**config.mk**
```make
export PLATFORM = sky130hd
export DESIGN_NAME = steer_and_speed_pid_core
export DESIGN_NICKNAME = d
export VERILOG_FILES = /design/src/sv/ssp_pkg.sv /design/src/sv/steer_and_speed_pid_core.sv /design/src/sv/ssp_cfg.sv /design/src/sv/ssp_mul.sv /design/src/sv/ssp_seq.sv /design/src/sv/ssp_dp.sv
export VERILOG_INCLUDE_DIRS = /design/src /design/src/sv
export SDC_FILE = /design/constraint.sdc
export NUM_CORES = 2
export LEC_CHECK = 0
export BUFFER_PORTS_ARGS = -buffer_cell sky130_fd_sc_hd__buf_2
export CAP_MARGIN = 20
export CORE_ASPECT_RATIO = 2
export CORE_MARGIN = 3
export CORE_UTILIZATION = 55
export CTS_BUF_LIST = sky130_fd_sc_hd__clkbuf_8
export DETAILED_ROUTE_END_ITERATION = 7
export HOLD_SLACK_MARGIN = 0.05
export PLACE_DENSITY = 0.72
export REMOVE_ABC_BUFFERS = 1
export SETUP_SLACK_MARGIN = 0.3
export SLEW_MARGIN = 20
export SYNTH_ARGS = -nofsm -noshare
export SYNTH_HDL_FRONTEND = slang
export SYNTH_SLANG_ARGS = --single-unit
```
**constraint.sdc**
```tcl
create_clock -name clk -period 11.1 [get_ports clk]
set_input_delay 1.665 -clock clk [delete_from_list [all_inputs] [get_ports clk]]
set_output_delay 1.665 -clock clk [all_outputs]
set_load 0.02 [all_outputs]
```
**src/sv/steer_and_speed_pid_core_macros.svh**
```systemverilog
// ----------------------------------------------------------------------------
// steer_and_speed_pid_core_macros
// Assertion helpers shared by the steering and speed controller RTL.
// ----------------------------------------------------------------------------
`ifndef STEER_AND_SPEED_PID_CORE_MACROS_SVH
`define STEER_AND_SPEED_PID_CORE_MACROS_SVH

// consequent checked in the same cycle
`define SSP_ASSERT_SAME(lbl, ante, cons, msg) \
  lbl: assert property (@(posedge clk) disable iff (!rst_n) (ante) |-> (cons)) \
    else $error(msg);

// consequent checked in the next cycle
`define SSP_ASSERT_NEXT(lbl, ante, cons, msg) \
  lbl: assert property (@(posedge clk) disable iff (!rst_n) (ante) |=> (cons)) \
    else $error(msg);

`endif

```
**src/sv/ssp_pkg.sv**
```systemverilog
// ----------------------------------------------------------------------------
// ssp_pkg
// Types, widths and constants of the steering and speed controller.
// ----------------------------------------------------------------------------
package ssp_pkg;

  localparam int GAIN_W   = 18;
  localparam int TGT_W    = 13;
  localparam int LINE_W   = 8;
  localparam int CNT_W    = 16;
  localparam int SERVO_W  = 11;
  localparam int POWER_W  = 10;
  localparam int STEER_W  = 9;
  localparam int DSTEER_W = 10;
  localparam int SQ_W     = 17;
  localparam int SPD_W    = 16;
  localparam int DSPD_W   = 17;
  localparam int DRV_W    = 32;
  localparam int REM_W    = 17;
  localparam int MAG_W    = 15;
  localparam int QUO_W    = 8;
  localparam int DIFF_W   = 17;

  localparam int MA_W     = 18;
  localparam int MB_W     = 18;
  localparam int PROD_W   = MA_W + 1 + MB_W;
  localparam int SUM_W    = 44;
  localparam int Q_BITS   = 10;
  localparam int QSUM_W   = SUM_W - Q_BITS;
  localparam int Q_MASK   = (1 << Q_BITS) - 1;

  localparam int ADDR_W   = 5;
  localparam int DATA_W   = 32;
  localparam int IDX_W    = 3;

  // crossing remap: (135*x - 1365) / 100, division as reciprocal multiply
  localparam int REMAP_MUL   = 135;
  localparam int REMAP_OFS   = 1365;
  localparam int RECIP_MUL   = 20972;
  localparam int RECIP_SH    = 21;
  localparam int LINE_OFS    = 39;
  localparam int COUNT_LIMIT = 5000;

  typedef enum logic [IDX_W-1:0] {
    REG_LEFT_KP  = 3'd0,
    REG_LEFT_KD  = 3'd1,
    REG_RIGHT_KP = 3'd2,
    REG_RIGHT_KD = 3'd3,
    REG_SPEED_KP = 3'd4,
    REG_SPEED_KI = 3'd5,
    REG_SLOWDOWN = 3'd6,
    REG_TARGET   = 3'd7
  } reg_idx_t;

  typedef struct packed {
    logic [GAIN_W-1:0] left_prop_gain;
    logic [GAIN_W-1:0] left_diff_gain;
    logic [GAIN_W-1:0] right_prop_gain;
    logic [GAIN_W-1:0] right_diff_gain;
    logic [GAIN_W-1:0] speed_prop_gain;
    logic [GAIN_W-1:0] speed_int_gain;
    logic [GAIN_W-1:0] curve_slowdown_gain;
    logic [TGT_W-1:0]  target_speed;
  } cfg_t;

  localparam cfg_t CFG_RESET = '{
    left_prop_gain:      GAIN_W'(1331),
    left_diff_gain:      GAIN_W'(76800),
    right_prop_gain:     GAIN_W'(1331),
    right_diff_gain:     GAIN_W'(76800),
    speed_prop_gain:     GAIN_W'(922),
    speed_int_gain:      GAIN_W'(10),
    curve_slowdown_gain: GAIN_W'(1024),
    target_speed:        TGT_W'(0)
  };

  typedef enum logic [4:0] {
    ST_IDLE, ST_RMUL, ST_RABS, ST_RDIV, ST_RFIX, ST_ERR, ST_SQ, ST_KP, ST_KD,
    ST_SSUM, ST_SLOW, ST_NUM, ST_SERR, ST_PMUL, ST_IMUL, ST_ASUM, ST_DRV, ST_OUT
  } state_t;

  typedef enum logic [3:0] {
    MUL_NONE, MUL_REMAP, MUL_RECIP, MUL_SQ, MUL_KP, MUL_KD, MUL_SLOW, MUL_SP,
    MUL_SI
  } mul_sel_t;

  typedef enum logic [2:0] {
    ACC_HOLD, ACC_SERVO, ACC_DIFF, ACC_DRIVE, ACC_ADD, ACC_SLOW
  } acc_op_t;

  typedef struct packed {
    mul_sel_t mul_sel;
    logic     mul_en;
    acc_op_t  acc_op;
    logic     ld_in;
    logic     ld_mag;
    logic     ld_remap;
    logic     ld_err;
    logic     ld_sq;
    logic     ld_servo;
    logic     ld_serr;
    logic     ld_drive;
    logic     ld_out;
  } ctrl_t;

endpackage

```
**src/sv/steer_and_speed_pid_core.sv**
```systemverilog
// ----------------------------------------------------------------------------
// steer_and_speed_pid_core
// Steering PD and incremental speed PI, one control tick per request.
//
//   channel  handshake           payload
//   in       in_valid/in_ready   in_centre_line, in_at_crossing, in_wheel_count
//   out      out_valid/out_ready out_servo_angle, out_motor_power,
//                                out_motor_clockwise
//   cfg      psel/penable/pready paddr, pwdata, prdata (8 regs at 4*i)
//
// A crossing remap adds the RMUL, RABS, RDIV and RFIX steps before the error step;
// the next request is taken in the cycle after the result loads.
// The steps share the single multiplier, at most one product per step.
// Reset is synchronous; gains return to defaults and controller history clears.
// A held result stalls only the final step; the output register frees the core.
// ----------------------------------------------------------------------------
`include "steer_and_speed_pid_core_macros.svh"

module steer_and_speed_pid_core #(
  parameter int SERVO_CENTER = 935,
  parameter int SERVO_MIN    = 600,
  parameter int SERVO_MAX    = 1270,
  parameter int MOTOR_MAX    = 600
) (
  input  logic                               clk,
  input  logic                               rst_n,
  input  logic                               in_valid,
  output logic                               in_ready,
  input  logic signed [ssp_pkg::LINE_W-1:0]  in_centre_line,
  input  logic                               in_at_crossing,
  input  logic signed [ssp_pkg::CNT_W-1:0]   in_wheel_count,
  output logic                               out_valid,
  input  logic                               out_ready,
  output logic [ssp_pkg::SERVO_W-1:0]        out_servo_angle,
  output logic [ssp_pkg::POWER_W-1:0]        out_motor_power,
  output logic                               out_motor_clockwise,
  input  logic                               psel,
  input  logic                               penable,
  input  logic                               pwrite,
  input  logic [ssp_pkg::ADDR_W-1:0]         paddr,
  input  logic [ssp_pkg::DATA_W-1:0]         pwdata,
  output logic [ssp_pkg::DATA_W-1:0]         prdata,
  output logic                               pready
);
  import ssp_pkg::*;

  cfg_t  cfg;
  ctrl_t ctrl;
  logic  servo_ok;
  logic  power_zero;

  ssp_cfg u_cfg (
    .clk     (clk),
    .rst_n   (rst_n),
    .psel    (psel),
    .penable (penable),
    .pwrite  (pwrite),
    .paddr   (paddr),
    .pwdata  (pwdata),
    .prdata  (prdata),
    .pready  (pready),
    .cfg     (cfg)
  );

  ssp_seq u_seq (
    .clk            (clk),
    .rst_n          (rst_n),
    .in_valid       (in_valid),
    .in_at_crossing (in_at_crossing),
    .in_ready       (in_ready),
    .out_valid      (out_valid),
    .out_ready      (out_ready),
    .ctrl           (ctrl)
  );

  ssp_dp #(
    .SERVO_CENTER (SERVO_CENTER),
    .SERVO_MIN    (SERVO_MIN),
    .SERVO_MAX    (SERVO_MAX),
    .MOTOR_MAX    (MOTOR_MAX)
  ) u_dp (
    .clk                 (clk),
    .rst_n               (rst_n),
    .ctrl                (ctrl),
    .cfg                 (cfg),
    .in_centre_line      (in_centre_line),
    .in_wheel_count      (in_wheel_count),
    .out_servo_angle     (out_servo_angle),
    .out_motor_power     (out_motor_power),
    .out_motor_clockwise (out_motor_clockwise)
  );

  assign servo_ok   = (out_servo_angle >= SERVO_W'(SERVO_MIN)) &&
                      (out_servo_angle <= SERVO_W'(SERVO_MAX));
  assign power_zero = out_valid && (out_motor_power == '0);

  `SSP_ASSERT_NEXT(a_busy_after_accept, in_valid && in_ready, !in_ready, "ready after accept")
  `SSP_ASSERT_SAME(a_servo_range, out_valid, servo_ok, "servo out of range")
  `SSP_ASSERT_SAME(a_power_limit, out_valid, out_motor_power <= POWER_W'(MOTOR_MAX), "power over limit")
  `SSP_ASSERT_SAME(a_zero_dir, power_zero, out_motor_clockwise, "zero drive direction")

endmodule

```
**src/sv/ssp_cfg.sv**
```systemverilog
// ----------------------------------------------------------------------------
// ssp_cfg
// APB register bank holding the controller gains and the target speed.
// ----------------------------------------------------------------------------
module ssp_cfg (
  input  logic                          clk,
  input  logic                          rst_n,
  input  logic                          psel,
  input  logic                          penable,
  input  logic                          pwrite,
  input  logic [ssp_pkg::ADDR_W-1:0]    paddr,
  input  logic [ssp_pkg::DATA_W-1:0]    pwdata,
  output logic [ssp_pkg::DATA_W-1:0]    prdata,
  output logic                          pready,
  output ssp_pkg::cfg_t                 cfg
);
  import ssp_pkg::*;

  cfg_t     cfg_r;
  reg_idx_t idx;
  logic     wr_en;

  assign idx    = reg_idx_t'(paddr[ADDR_W-1:2]);
  assign wr_en  = psel && penable && pwrite;
  assign pready = 1'b1;
  assign cfg    = cfg_r;

  always_ff @(posedge clk) begin
    if (!rst_n) begin
      cfg_r <= CFG_RESET;
    end else if (wr_en) begin
      case (idx)
        REG_LEFT_KP:  cfg_r.left_prop_gain      <= pwdata[GAIN_W-1:0];
        REG_LEFT_KD:  cfg_r.left_diff_gain      <= pwdata[GAIN_W-1:0];
        REG_RIGHT_KP: cfg_r.right_prop_gain     <= pwdata[GAIN_W-1:0];
        REG_RIGHT_KD: cfg_r.right_diff_gain     <= pwdata[GAIN_W-1:0];
        REG_SPEED_KP: cfg_r.speed_prop_gain     <= pwdata[GAIN_W-1:0];
        REG_SPEED_KI: cfg_r.speed_int_gain      <= pwdata[GAIN_W-1:0];
        REG_SLOWDOWN: cfg_r.curve_slowdown_gain <= pwdata[GAIN_W-1:0];
        REG_TARGET:   cfg_r.target_speed        <= pwdata[TGT_W-1:0];
        default: ;
      endcase
    end
  end

  always_comb begin
    case (idx)
      REG_LEFT_KP:  prdata = DATA_W'(cfg_r.left_prop_gain);
      REG_LEFT_KD:  prdata = DATA_W'(cfg_r.left_diff_gain);
      REG_RIGHT_KP: prdata = DATA_W'(cfg_r.right_prop_gain);
      REG_RIGHT_KD: prdata = DATA_W'(cfg_r.right_diff_gain);
      REG_SPEED_KP: prdata = DATA_W'(cfg_r.speed_prop_gain);
      REG_SPEED_KI: prdata = DATA_W'(cfg_r.speed_int_gain);
      REG_SLOWDOWN: prdata = DATA_W'(cfg_r.curve_slowdown_gain);
      REG_TARGET:   prdata = DATA_W'(cfg_r.target_speed);
      default:      prdata = '0;
    endcase
  end

endmodule

```
**src/sv/ssp_mul.sv**
```systemverilog
// ----------------------------------------------------------------------------
// ssp_mul
// Shared multiplier: unsigned gain times signed operand, registered product.
// ----------------------------------------------------------------------------
module ssp_mul (
  input  logic                               clk,
  input  logic                               en,
  input  logic [ssp_pkg::MA_W-1:0]           a,
  input  logic signed [ssp_pkg::MB_W-1:0]    b,
  output logic signed [ssp_pkg::PROD_W-1:0]  prod_r
);
  import ssp_pkg::*;

  logic signed [PROD_W-1:0] prod_nxt;

  assign prod_nxt = $signed({1'b0, a}) * b;

  always_ff @(posedge clk) begin
    if (en) begin
      prod_r <= prod_nxt;
    end
  end

endmodule

```
**src/sv/ssp_seq.sv**
```systemverilog
// ----------------------------------------------------------------------------
// ssp_seq
// Step sequencer: walks one request through the shared multiplier schedule.
// ----------------------------------------------------------------------------
module ssp_seq (
  input  logic           clk,
  input  logic           rst_n,
  input  logic           in_valid,
  input  logic           in_at_crossing,
  output logic           in_ready,
  output logic           out_valid,
  input  logic           out_ready,
  output ssp_pkg::ctrl_t ctrl
);
  import ssp_pkg::*;

  state_t state_r, state_nxt;
  logic   out_valid_r, out_valid_nxt;
  logic   out_free;

  assign out_free  = !out_valid_r || out_ready;
  assign in_ready  = (state_r == ST_IDLE);
  assign out_valid = out_valid_r;

  always_comb begin
    state_nxt = state_r;
    case (state_r)
      ST_IDLE: begin
        if (in_valid) begin
          state_nxt = in_at_crossing ? ST_RMUL : ST_ERR;
        end
      end
      ST_RMUL: state_nxt = ST_RABS;
      ST_RABS: state_nxt = ST_RDIV;
      ST_RDIV: state_nxt = ST_RFIX;
      ST_RFIX: state_nxt = ST_ERR;
      ST_ERR:  state_nxt = ST_SQ;
      ST_SQ:   state_nxt = ST_KP;
      ST_KP:   state_nxt = ST_KD;
      ST_KD:   state_nxt = ST_SSUM;
      ST_SSUM: state_nxt = ST_SLOW;
      ST_SLOW: state_nxt = ST_NUM;
      ST_NUM:  state_nxt = ST_SERR;
      ST_SERR: state_nxt = ST_PMUL;
      ST_PMUL: state_nxt = ST_IMUL;
      ST_IMUL: state_nxt = ST_ASUM;
      ST_ASUM: state_nxt = ST_DRV;
      ST_DRV:  state_nxt = ST_OUT;
      ST_OUT: begin
        if (out_free) begin
          state_nxt = ST_IDLE;
        end
      end
      default: state_nxt = ST_IDLE;
    endcase
  end

  always_comb begin
    ctrl         = '0;
    ctrl.mul_sel = MUL_NONE;
    ctrl.acc_op  = ACC_HOLD;
    case (state_r)
      ST_IDLE: ctrl.ld_in = in_valid;
      ST_RMUL: begin
        ctrl.mul_sel = MUL_REMAP;
        ctrl.mul_en  = 1'b1;
      end
      ST_RABS: ctrl.ld_mag = 1'b1;
      ST_RDIV: begin
        ctrl.mul_sel = MUL_RECIP;
        ctrl.mul_en  = 1'b1;
      end
      ST_RFIX: ctrl.ld_remap = 1'b1;
      ST_ERR:  ctrl.ld_err = 1'b1;
      ST_SQ: begin
        ctrl.mul_sel = MUL_SQ;
        ctrl.mul_en  = 1'b1;
      end
      ST_KP: begin
        ctrl.ld_sq   = 1'b1;
        ctrl.mul_sel = MUL_KP;
        ctrl.mul_en  = 1'b1;
        ctrl.acc_op  = ACC_SERVO;
      end
      ST_KD: begin
        ctrl.mul_sel = MUL_KD;
        ctrl.mul_en  = 1'b1;
        ctrl.acc_op  = ACC_ADD;
      end
      ST_SSUM: ctrl.acc_op = ACC_ADD;
      ST_SLOW: begin
        ctrl.ld_servo = 1'b1;
        ctrl.mul_sel  = MUL_SLOW;
        ctrl.mul_en   = 1'b1;
        ctrl.acc_op   = ACC_DIFF;
      end
      ST_NUM:  ctrl.acc_op = ACC_SLOW;
      ST_SERR: ctrl.ld_serr = 1'b1;
      ST_PMUL: begin
        ctrl.mul_sel = MUL_SP;
        ctrl.mul_en  = 1'b1;
        ctrl.acc_op  = ACC_DRIVE;
      end
      ST_IMUL: begin
        ctrl.mul_sel = MUL_SI;
        ctrl.mul_en  = 1'b1;
        ctrl.acc_op  = ACC_ADD;
      end
      ST_ASUM: ctrl.acc_op = ACC_ADD;
      ST_DRV:  ctrl.ld_drive = 1'b1;
      ST_OUT:  ctrl.ld_out = out_free;
      default: ;
    endcase
  end

  always_comb begin
    out_valid_nxt = out_valid_r;
    if (ctrl.ld_out) begin
      out_valid_nxt = 1'b1;
    end else if (out_ready) begin
      out_valid_nxt = 1'b0;
    end
  end

  always_ff @(posedge clk) begin
    if (!rst_n) begin
      state_r     <= ST_IDLE;
      out_valid_r <= 1'b0;
    end else begin
      state_r     <= state_nxt;
      out_valid_r <= out_valid_nxt;
    end
  end

endmodule

```
**src/sv/ssp_dp.sv**
```systemverilog
// ----------------------------------------------------------------------------
// ssp_dp
// Datapath: operand select, shared multiplier, accumulator, clamps, state.
// ----------------------------------------------------------------------------
module ssp_dp #(
  parameter int SERVO_CENTER = 935,
  parameter int SERVO_MIN    = 600,
  parameter int SERVO_MAX    = 1270,
  parameter int MOTOR_MAX    = 600
) (
  input  logic                                clk,
  input  logic                                rst_n,
  input  ssp_pkg::ctrl_t                      ctrl,
  input  ssp_pkg::cfg_t                       cfg,
  input  logic signed [ssp_pkg::LINE_W-1:0]   in_centre_line,
  input  logic signed [ssp_pkg::CNT_W-1:0]    in_wheel_count,
  output logic [ssp_pkg::SERVO_W-1:0]         out_servo_angle,
  output logic [ssp_pkg::POWER_W-1:0]         out_motor_power,
  output logic                                out_motor_clockwise
);
  import ssp_pkg::*;

  logic signed [STEER_W-1:0]  line_r, e_r, last_steer_r;
  logic signed [CNT_W-1:0]    wheel_r;
  logic [MAG_W-1:0]           mag_r;
  logic                       neg_r;
  logic signed [SQ_W-1:0]     sq_r;
  logic signed [SUM_W-1:0]    acc_r, acc_nxt;
  logic [SERVO_W-1:0]         servo_r, servo_nxt;
  logic signed [SPD_W-1:0]    spd_err_r, spd_err_nxt, last_speed_r;
  logic signed [DRV_W-1:0]    drive_r, drive_nxt;
  logic [SERVO_W-1:0]         servo_out_r;
  logic [POWER_W-1:0]         power_r, power_nxt;
  logic                       cw_r;

  logic [MA_W-1:0]            mul_a;
  logic signed [MB_W-1:0]     mul_b;
  logic signed [PROD_W-1:0]   prod_r;
  logic signed [SUM_W-1:0]    prod_ext;

  logic [STEER_W-1:0]         e_abs;
  logic signed [DSTEER_W-1:0] d_steer;
  logic [SQ_W-1:0]            sq_abs;
  logic signed [DSPD_W-1:0]   d_spd;
  logic [GAIN_W-1:0]          kp_sel, kd_sel;
  logic signed [REM_W-1:0]    rem_t;
  logic [MAG_W-1:0]           mag_nxt;
  logic [QUO_W-1:0]           quo;
  logic signed [STEER_W-1:0]  quo_s, line_remap, e_nxt;
  logic                       count_big;
  logic signed [DIFF_W-1:0]   spd_diff;
  logic signed [SUM_W-1:0]    acc_rnd;
  logic signed [QSUM_W-1:0]   acc_fl, acc_q;
  logic signed [DRV_W:0]      drv_ext;
  logic [DRV_W:0]             drv_mag;

  assign e_abs   = e_r[STEER_W-1] ? STEER_W'(-e_r) : STEER_W'(e_r);
  assign d_steer = DSTEER_W'(e_r) - DSTEER_W'(last_steer_r);
  assign sq_abs  = sq_r[SQ_W-1] ? SQ_W'(-sq_r) : SQ_W'(sq_r);
  assign d_spd   = DSPD_W'(spd_err_r) - DSPD_W'(last_speed_r);
  assign kp_sel  = e_r[STEER_W-1] ? cfg.left_prop_gain : cfg.right_prop_gain;
  assign kd_sel  = e_r[STEER_W-1] ? cfg.left_diff_gain : cfg.right_diff_gain;

  always_comb begin
    case (ctrl.mul_sel)
      MUL_REMAP: begin
        mul_a = MA_W'(REMAP_MUL);
        mul_b = MB_W'(line_r);
      end
      MUL_RECIP: begin
        mul_a = MA_W'(RECIP_MUL);
        mul_b = $signed(MB_W'(mag_r));
      end
      MUL_SQ: begin
        mul_a = MA_W'(e_abs);
        mul_b = MB_W'(e_r);
      end
      MUL_KP: begin
        mul_a = kp_sel;
        mul_b = MB_W'($signed(prod_r[SQ_W-1:0]));
      end
      MUL_KD: begin
        mul_a = kd_sel;
        mul_b = MB_W'(d_steer);
      end
      MUL_SLOW: begin
        mul_a = cfg.curve_slowdown_gain;
        mul_b = $signed(MB_W'(sq_abs));
      end
      MUL_SP: begin
        mul_a = cfg.speed_prop_gain;
        mul_b = MB_W'(d_spd);
      end
      MUL_SI: begin
        mul_a = cfg.speed_int_gain;
        mul_b = MB_W'(spd_err_r);
      end
      default: begin
        mul_a = '0;
        mul_b = '0;
      end
    endcase
  end

  ssp_mul u_mul (
    .clk    (clk),
    .en     (ctrl.mul_en),
    .a      (mul_a),
    .b      (mul_b),
    .prod_r (prod_r)
  );

  assign prod_ext = SUM_W'(prod_r);

  // crossing remap
  assign rem_t      = REM_W'($signed(prod_r[CNT_W-1:0])) - REM_W'(REMAP_OFS);
  assign mag_nxt    = rem_t[REM_W-1] ? MAG_W'(-rem_t) : MAG_W'(rem_t);
  assign quo        = prod_r[RECIP_SH+QUO_W-1:RECIP_SH];
  assign quo_s      = $signed({1'b0, quo});
  assign line_remap = neg_r ? -quo_s : quo_s;
  assign e_nxt      = STEER_W'(DSTEER_W'(line_r) - DSTEER_W'(LINE_OFS));

  // speed reference minus negated count
  assign count_big = (wheel_r > CNT_W'(COUNT_LIMIT)) || (wheel_r < -CNT_W'(COUNT_LIMIT));
  assign spd_diff  = count_big ? '0 :
                     $signed({{(DIFF_W-TGT_W){1'b0}}, cfg.target_speed}) + DIFF_W'(wheel_r);

  always_comb begin
    case (ctrl.acc_op)
      ACC_SERVO: acc_nxt = SUM_W'(SERVO_CENTER) <<< Q_BITS;
      ACC_DIFF:  acc_nxt = SUM_W'(spd_diff) <<< Q_BITS;
      ACC_DRIVE: acc_nxt = SUM_W'(drive_r) <<< Q_BITS;
      ACC_ADD:   acc_nxt = acc_r + prod_ext;
      ACC_SLOW:  acc_nxt = (cfg.target_speed != '0) ? acc_r - prod_ext : acc_r;
      default:   acc_nxt = acc_r;
    endcase
  end

  // floor for the servo (clamp hides the difference), truncation otherwise
  assign acc_fl  = $signed(acc_r[SUM_W-1:Q_BITS]);
  assign acc_rnd = acc_r + (acc_r[SUM_W-1] ? SUM_W'(Q_MASK) : SUM_W'(0));
  assign acc_q   = $signed(acc_rnd[SUM_W-1:Q_BITS]);

  // lower limit checked first and wins, also when the limits cross
  always_comb begin
    if ((acc_fl < QSUM_W'(SERVO_MIN)) || (SERVO_MAX < SERVO_MIN)) begin
      servo_nxt = SERVO_W'(SERVO_MIN);
    end else if (acc_fl > QSUM_W'(SERVO_MAX)) begin
      servo_nxt = SERVO_W'(SERVO_MAX);
    end else begin
      servo_nxt = acc_fl[SERVO_W-1:0];
    end
  end

  always_comb begin
    if ((acc_q[QSUM_W-1:SPD_W-1] == '0) || (acc_q[QSUM_W-1:SPD_W-1] == '1)) begin
      spd_err_nxt = acc_q[SPD_W-1:0];
    end else begin
      spd_err_nxt = acc_q[QSUM_W-1] ? {1'b1, {(SPD_W-1){1'b0}}} : {1'b0, {(SPD_W-1){1'b1}}};
    end
  end

  always_comb begin
    if ((acc_q[QSUM_W-1:DRV_W-1] == '0) || (acc_q[QSUM_W-1:DRV_W-1] == '1)) begin
      drive_nxt = acc_q[DRV_W-1:0];
    end else begin
      drive_nxt = acc_q[QSUM_W-1] ? {1'b1, {(DRV_W-1){1'b0}}} : {1'b0, {(DRV_W-1){1'b1}}};
    end
  end

  assign drv_ext   = (DRV_W+1)'(drive_r);
  assign drv_mag   = drv_ext[DRV_W] ? -drv_ext : drv_ext;
  assign power_nxt = (drv_mag > (DRV_W+1)'(MOTOR_MAX)) ? POWER_W'(MOTOR_MAX)
                                                       : drv_mag[POWER_W-1:0];

  always_ff @(posedge clk) begin
    if (ctrl.ld_in) begin
      line_r  <= STEER_W'(in_centre_line);
      wheel_r <= in_wheel_count;
    end else if (ctrl.ld_remap) begin
      line_r  <= line_remap;
    end
    if (ctrl.ld_mag) begin
      mag_r <= mag_nxt;
      neg_r <= rem_t[REM_W-1];
    end
    if (ctrl.ld_err) begin
      e_r <= e_nxt;
    end
    if (ctrl.ld_sq) begin
      sq_r <= $signed(prod_r[SQ_W-1:0]);
    end
    acc_r <= acc_nxt;
    if (ctrl.ld_servo) begin
      servo_r <= servo_nxt;
    end
    if (ctrl.ld_serr) begin
      spd_err_r <= spd_err_nxt;
    end
    if (ctrl.ld_out) begin
      servo_out_r <= servo_r;
      power_r     <= power_nxt;
      cw_r        <= drive_r[DRV_W-1] || (drive_r == '0);
    end
  end

  always_ff @(posedge clk) begin
    if (!rst_n) begin
      last_steer_r <= '0;
      last_speed_r <= '0;
      drive_r      <= '0;
    end else begin
      if (ctrl.ld_servo) begin
        last_steer_r <= e_r;
      end
      if (ctrl.ld_drive) begin
        drive_r      <= drive_nxt;
        last_speed_r <= spd_err_r;
      end
    end
  end

  assign out_servo_angle     = servo_out_r;
  assign out_motor_power     = power_r;
  assign out_motor_clockwise = cw_r;

endmodule
```
==> flow_summary.json <==
{
  "start_util_pct": 55.87,
  "synth_seq_area_share_pct": 26.92,
  "pin_count_of_the_biggest_net_entering_global_routing": 69,
  "critical_path.endpoint_type": "flop",
  "postSynthAreaPerCell_um2": 8.435,
  "drive_gt1_share_pct": 7.989,
  "gr-usage-all-layers_pct": 37.46,
  "power.density_cell_area_nw_per_um2": 115.5,
  "std_cell_rows": 133,
  "placement.cell_area_um2": 38230,
  "cpMaxStageDelayCell": "sky130_fd_sc_hd__dfxtp_1",
  "multi_input_logic_area_um2": 24450,
  "nNetsFinal": 4941,
  "num_vias": 33060,
  "cts_buffers": 60,
  "synthDistinctLibCells": 98,
  "timing_hold_violations_final": 0,
  "via_per_inst": 6.222,
  "drtIter0Drc": 2561,
  "cpLargestDelayFamily": "adder cells",
  "globalplace.congestion": 1.030,
  "post_drt_wl_per_cell_um": 25.01,
  "critical_setup_path_class": "reg -> reg",
  "yosysWarningCount": 0,
  "crit_top_cell": "sky130_fd_sc_hd__fa_1",
  "clock_sink_count": 399,
  "timing.critical_path.buf_inv": 6,
  "detail_route.drc_violations": 0,
  "timing_worst_slew_pin_value_ns": 1.273,
  "yosys.cell_count.top_type": "sky130_fd_sc_hd__nand2_1",
  "status": "finished, final reports clean",
  "grt-ovfl-total": 0,
  "critical-path-max-stage-delay_ns": 0.66,
  "synthTopCellsByCount": "700 x sky130_fd_sc_hd__nand2_1, 480 x sky130_fd_sc_hd__inv_1, 394 x sky130_fd_sc_hd__nor2_1",
  "critical_path_required_time_ns": 11.55,
  "finished_layout_cells": 5313,
  "grt_antenna_before_repair": 8,
  "final_routed_wirelength_across_all_metal_layers_um": 132900,
  "synth_cells": 4387,
  "number_of_top_level_pins": 126,
  "design.core.area_um2": 66230,
  "postCtsSetupBuffers": 0,
  "synth_top_flop_cell": "sky130_fd_sc_hd__dfxtp_1",
  "total_power_mw": 4.567,
  "drtAntennaViolNets": 0,
  "floorplan.die_area_um2": 70620,
  "first_pass_grt_wire_length_um": 199300,
  "peakVddDrop_mv": 0.1023,
  "relSlewSlack_pct": 15.13,
  "synth_async_sr_flop_share_pct": 0,
  "setup_viol": 0,
  "cts_tree": "built",
  "synthDominantCellAreaShare_pct": 15.99,
  "layout.filler_cells": 6044,
  "period_minus_slack_ns": 9.970,
  "final.setup.tns_ns": 0,
  "largest_fanout_on_the_critical_path": 17,
  "post_synth_instance_area_um2": 37000,
  "maxCapViolations": 0,
  "postSynthRegisterBits": 399,
  "power.leakage_nw": 16.62,
  "cts_max_level": 2,
  "timing.final.crit_share_pct": 89.82,
  "grt_setup_unrepaired": "false",
  "numPlacedInstances": 5197,
  "synth_largest_area_cell": "sky130_fd_sc_hd__edfxtp_1",
  "drt_pass1_iterations": 8,
  "clk_transition_reported_paths_ns": 0.07,
  "clock_tree.root_cell": "sky130_fd_sc_hd__clkbuf_8",
  "detailedPlacementHpwl_um": 103400,
  "startpoint_type": "flop",
  "port-buffer-count": 94,
  "sequential_cell_area_um2": 9960,
  "critPathArrivalTime_ns": 10.42,
  "die_height_um": 372.8,
  "maxClockFrequency_mhz": 100.3,
  "clk_latency_ns": 0.76,
  "finish.instance_area_um2": 39530,
  "hold_path.class": "reg -> reg",
  "area_growth_pct": 6.830,
  "ctsLongestPathBuffers": 3,
  "number_of_global_route_vias_before_repair": 33680,
  "die_x_extent_um": 189.4,
  "count_of_flip_flops_with_a_built_in_enable_after_synthesis": 197,
  "clock_skew_ns": 0.06886,
  "final-max-slew-violation-count": 0,
  "synth_top_cells_by_area": "sky130_fd_sc_hd__edfxtp_1 16%, sky130_fd_sc_hd__fa_1 14%, sky130_fd_sc_hd__dfxtp_1 11%, sky130_fd_sc_hd__ha_1 7.7%, sky130_fd_sc_hd__nand2_1 7.1%"
}
repair_timing:
item / CTS / global route
endpoints found under the setup margin: 0 / 1
resized for setup: 0 / 1
hold buffers: 0 / 0
per-layer routing:
metal  share of wire (%)  vias to the layer above  track usage, %
met4                  14                       10           39.51
met2                  50                     1486           65.19
met3                 6.3                      697           7.570
met1                  30                    15920           34.45
met5               0.055                        -               0
li1                    -                    14940               -
final timing paths:
kind                                      start                                end  slack (ns)  cells after the start
setup / recovery  u_seq.state_r[0]$_SDFFE_PN0P_    u_dp.u_mul.prod_r[35]$_DFFE_PN_        1.13                     31
hold / removal    u_dp.servo_r[8]$_SDFFCE_PP0P_  u_dp.out_servo_angle[8]$_DFFE_PP_        0.42                      0
setup reg to reg  u_seq.state_r[0]$_SDFFE_PN0P_    u_dp.u_mul.prod_r[35]$_DFFE_PN_        1.13                     31
hold reg to reg   u_dp.servo_r[8]$_SDFFCE_PP0P_  u_dp.out_servo_angle[8]$_DFFE_PP_        0.42                      0
power by group:
part | total, mW | switching, mW | internal, mW
Sequential | 1.79 | 0.129 | 1.66
Clock | 1.28 | 0.652 | 0.631
Combinational | 1.50 | 0.996 | 0.502
Total | 4.57 | 1.78 | 2.79
placed cells by master (no fill, tap or decap), types with 63 or more instances in the layout:
master and n:
sky130_fd_sc_hd__inv_1 486, sky130_fd_sc_hd__buf_4 63, sky130_fd_sc_hd__xor2_1 84, sky130_fd_sc_hd__buf_2 93, sky130_fd_sc_hd__dfxtp_1 202, sky130_fd_sc_hd__nand3_1 86
sky130_fd_sc_hd__fa_1 260, sky130_fd_sc_hd__clkbuf_8 67, sky130_fd_sc_hd__nand2b_1 64, sky130_fd_sc_hd__edfxtp_1 197, sky130_fd_sc_hd__nor2_1 388, sky130_fd_sc_hd__ha_1 228
sky130_fd_sc_hd__a21boi_0 147, sky130_fd_sc_hd__nor3_1 69, sky130_fd_sc_hd__xnor2_1 122, sky130_fd_sc_hd__a21oi_1 179, sky130_fd_sc_hd__o21ai_0 155, sky130_fd_sc_hd__nand2_1 700
stage by stage:
| step | setup slack [ns] | hold slack (ns) | util (%) |
|---|---|---|---|
| after global routing | 0.3899 | 0.4266 | 59.67 |
| final | 1.130 | 0.4237 | 59.69 |
| after global placement | 1.194 | 0.4049 | 57.72 |
| after CTS | 0.9790 | 0.4222 | 59.56 |
| after detailed placement | 1.062 | 0.4045 | 57.72 |
| after floorplan | 1.338 | 0.4003 | - |
logic make-up after synthesis:
group,Yosys count,synth area share [%]
and+or+nand+nor,1564,19.02
DFF,399,26.92
buffers and inverters,718,7.713
other,2,0.02030
xor gates and xnor gates,212,5.038
AOI/OAI and AO/OA,923,17.20
muxes,81,2.320
adders and majority gates,488,21.78
cell type report:
class                      count  share of cell area (%)
antenna                        5                 0.03165
multi-input combinational   3283                   61.85
clock inverter                42                  0.7470
tap                          877                   2.776
clock buffer                  67                   2.333
sequential                   399                   25.19
inverter                     481                   4.567
timing repair buffer         159                   2.500
state kept, by name, summed over array words and instances, names as in the netlist:
name,cells
u_dp.acc_r,44
u_dp.out_motor_power,10
u_cfg.cfg,139
u_dp.line_r,9
u_dp.neg_r,1
u_dp.mag_r,15
u_dp.last_steer_r,9
u_dp.e_r,9
u_dp.spd_err_r,16
u_dp.u_mul.prod_r,37
u_dp.last_speed_r,16
u_dp.wheel_r,16
u_dp.sq_r,17
u_seq.state_r,5
u_seq.out_valid,1
u_dp.out_servo_angle,11
u_dp.servo_r,11
u_dp.out_motor_clockwise,1
u_dp.drive_r,32
Power figures use the tool's default switching activity.
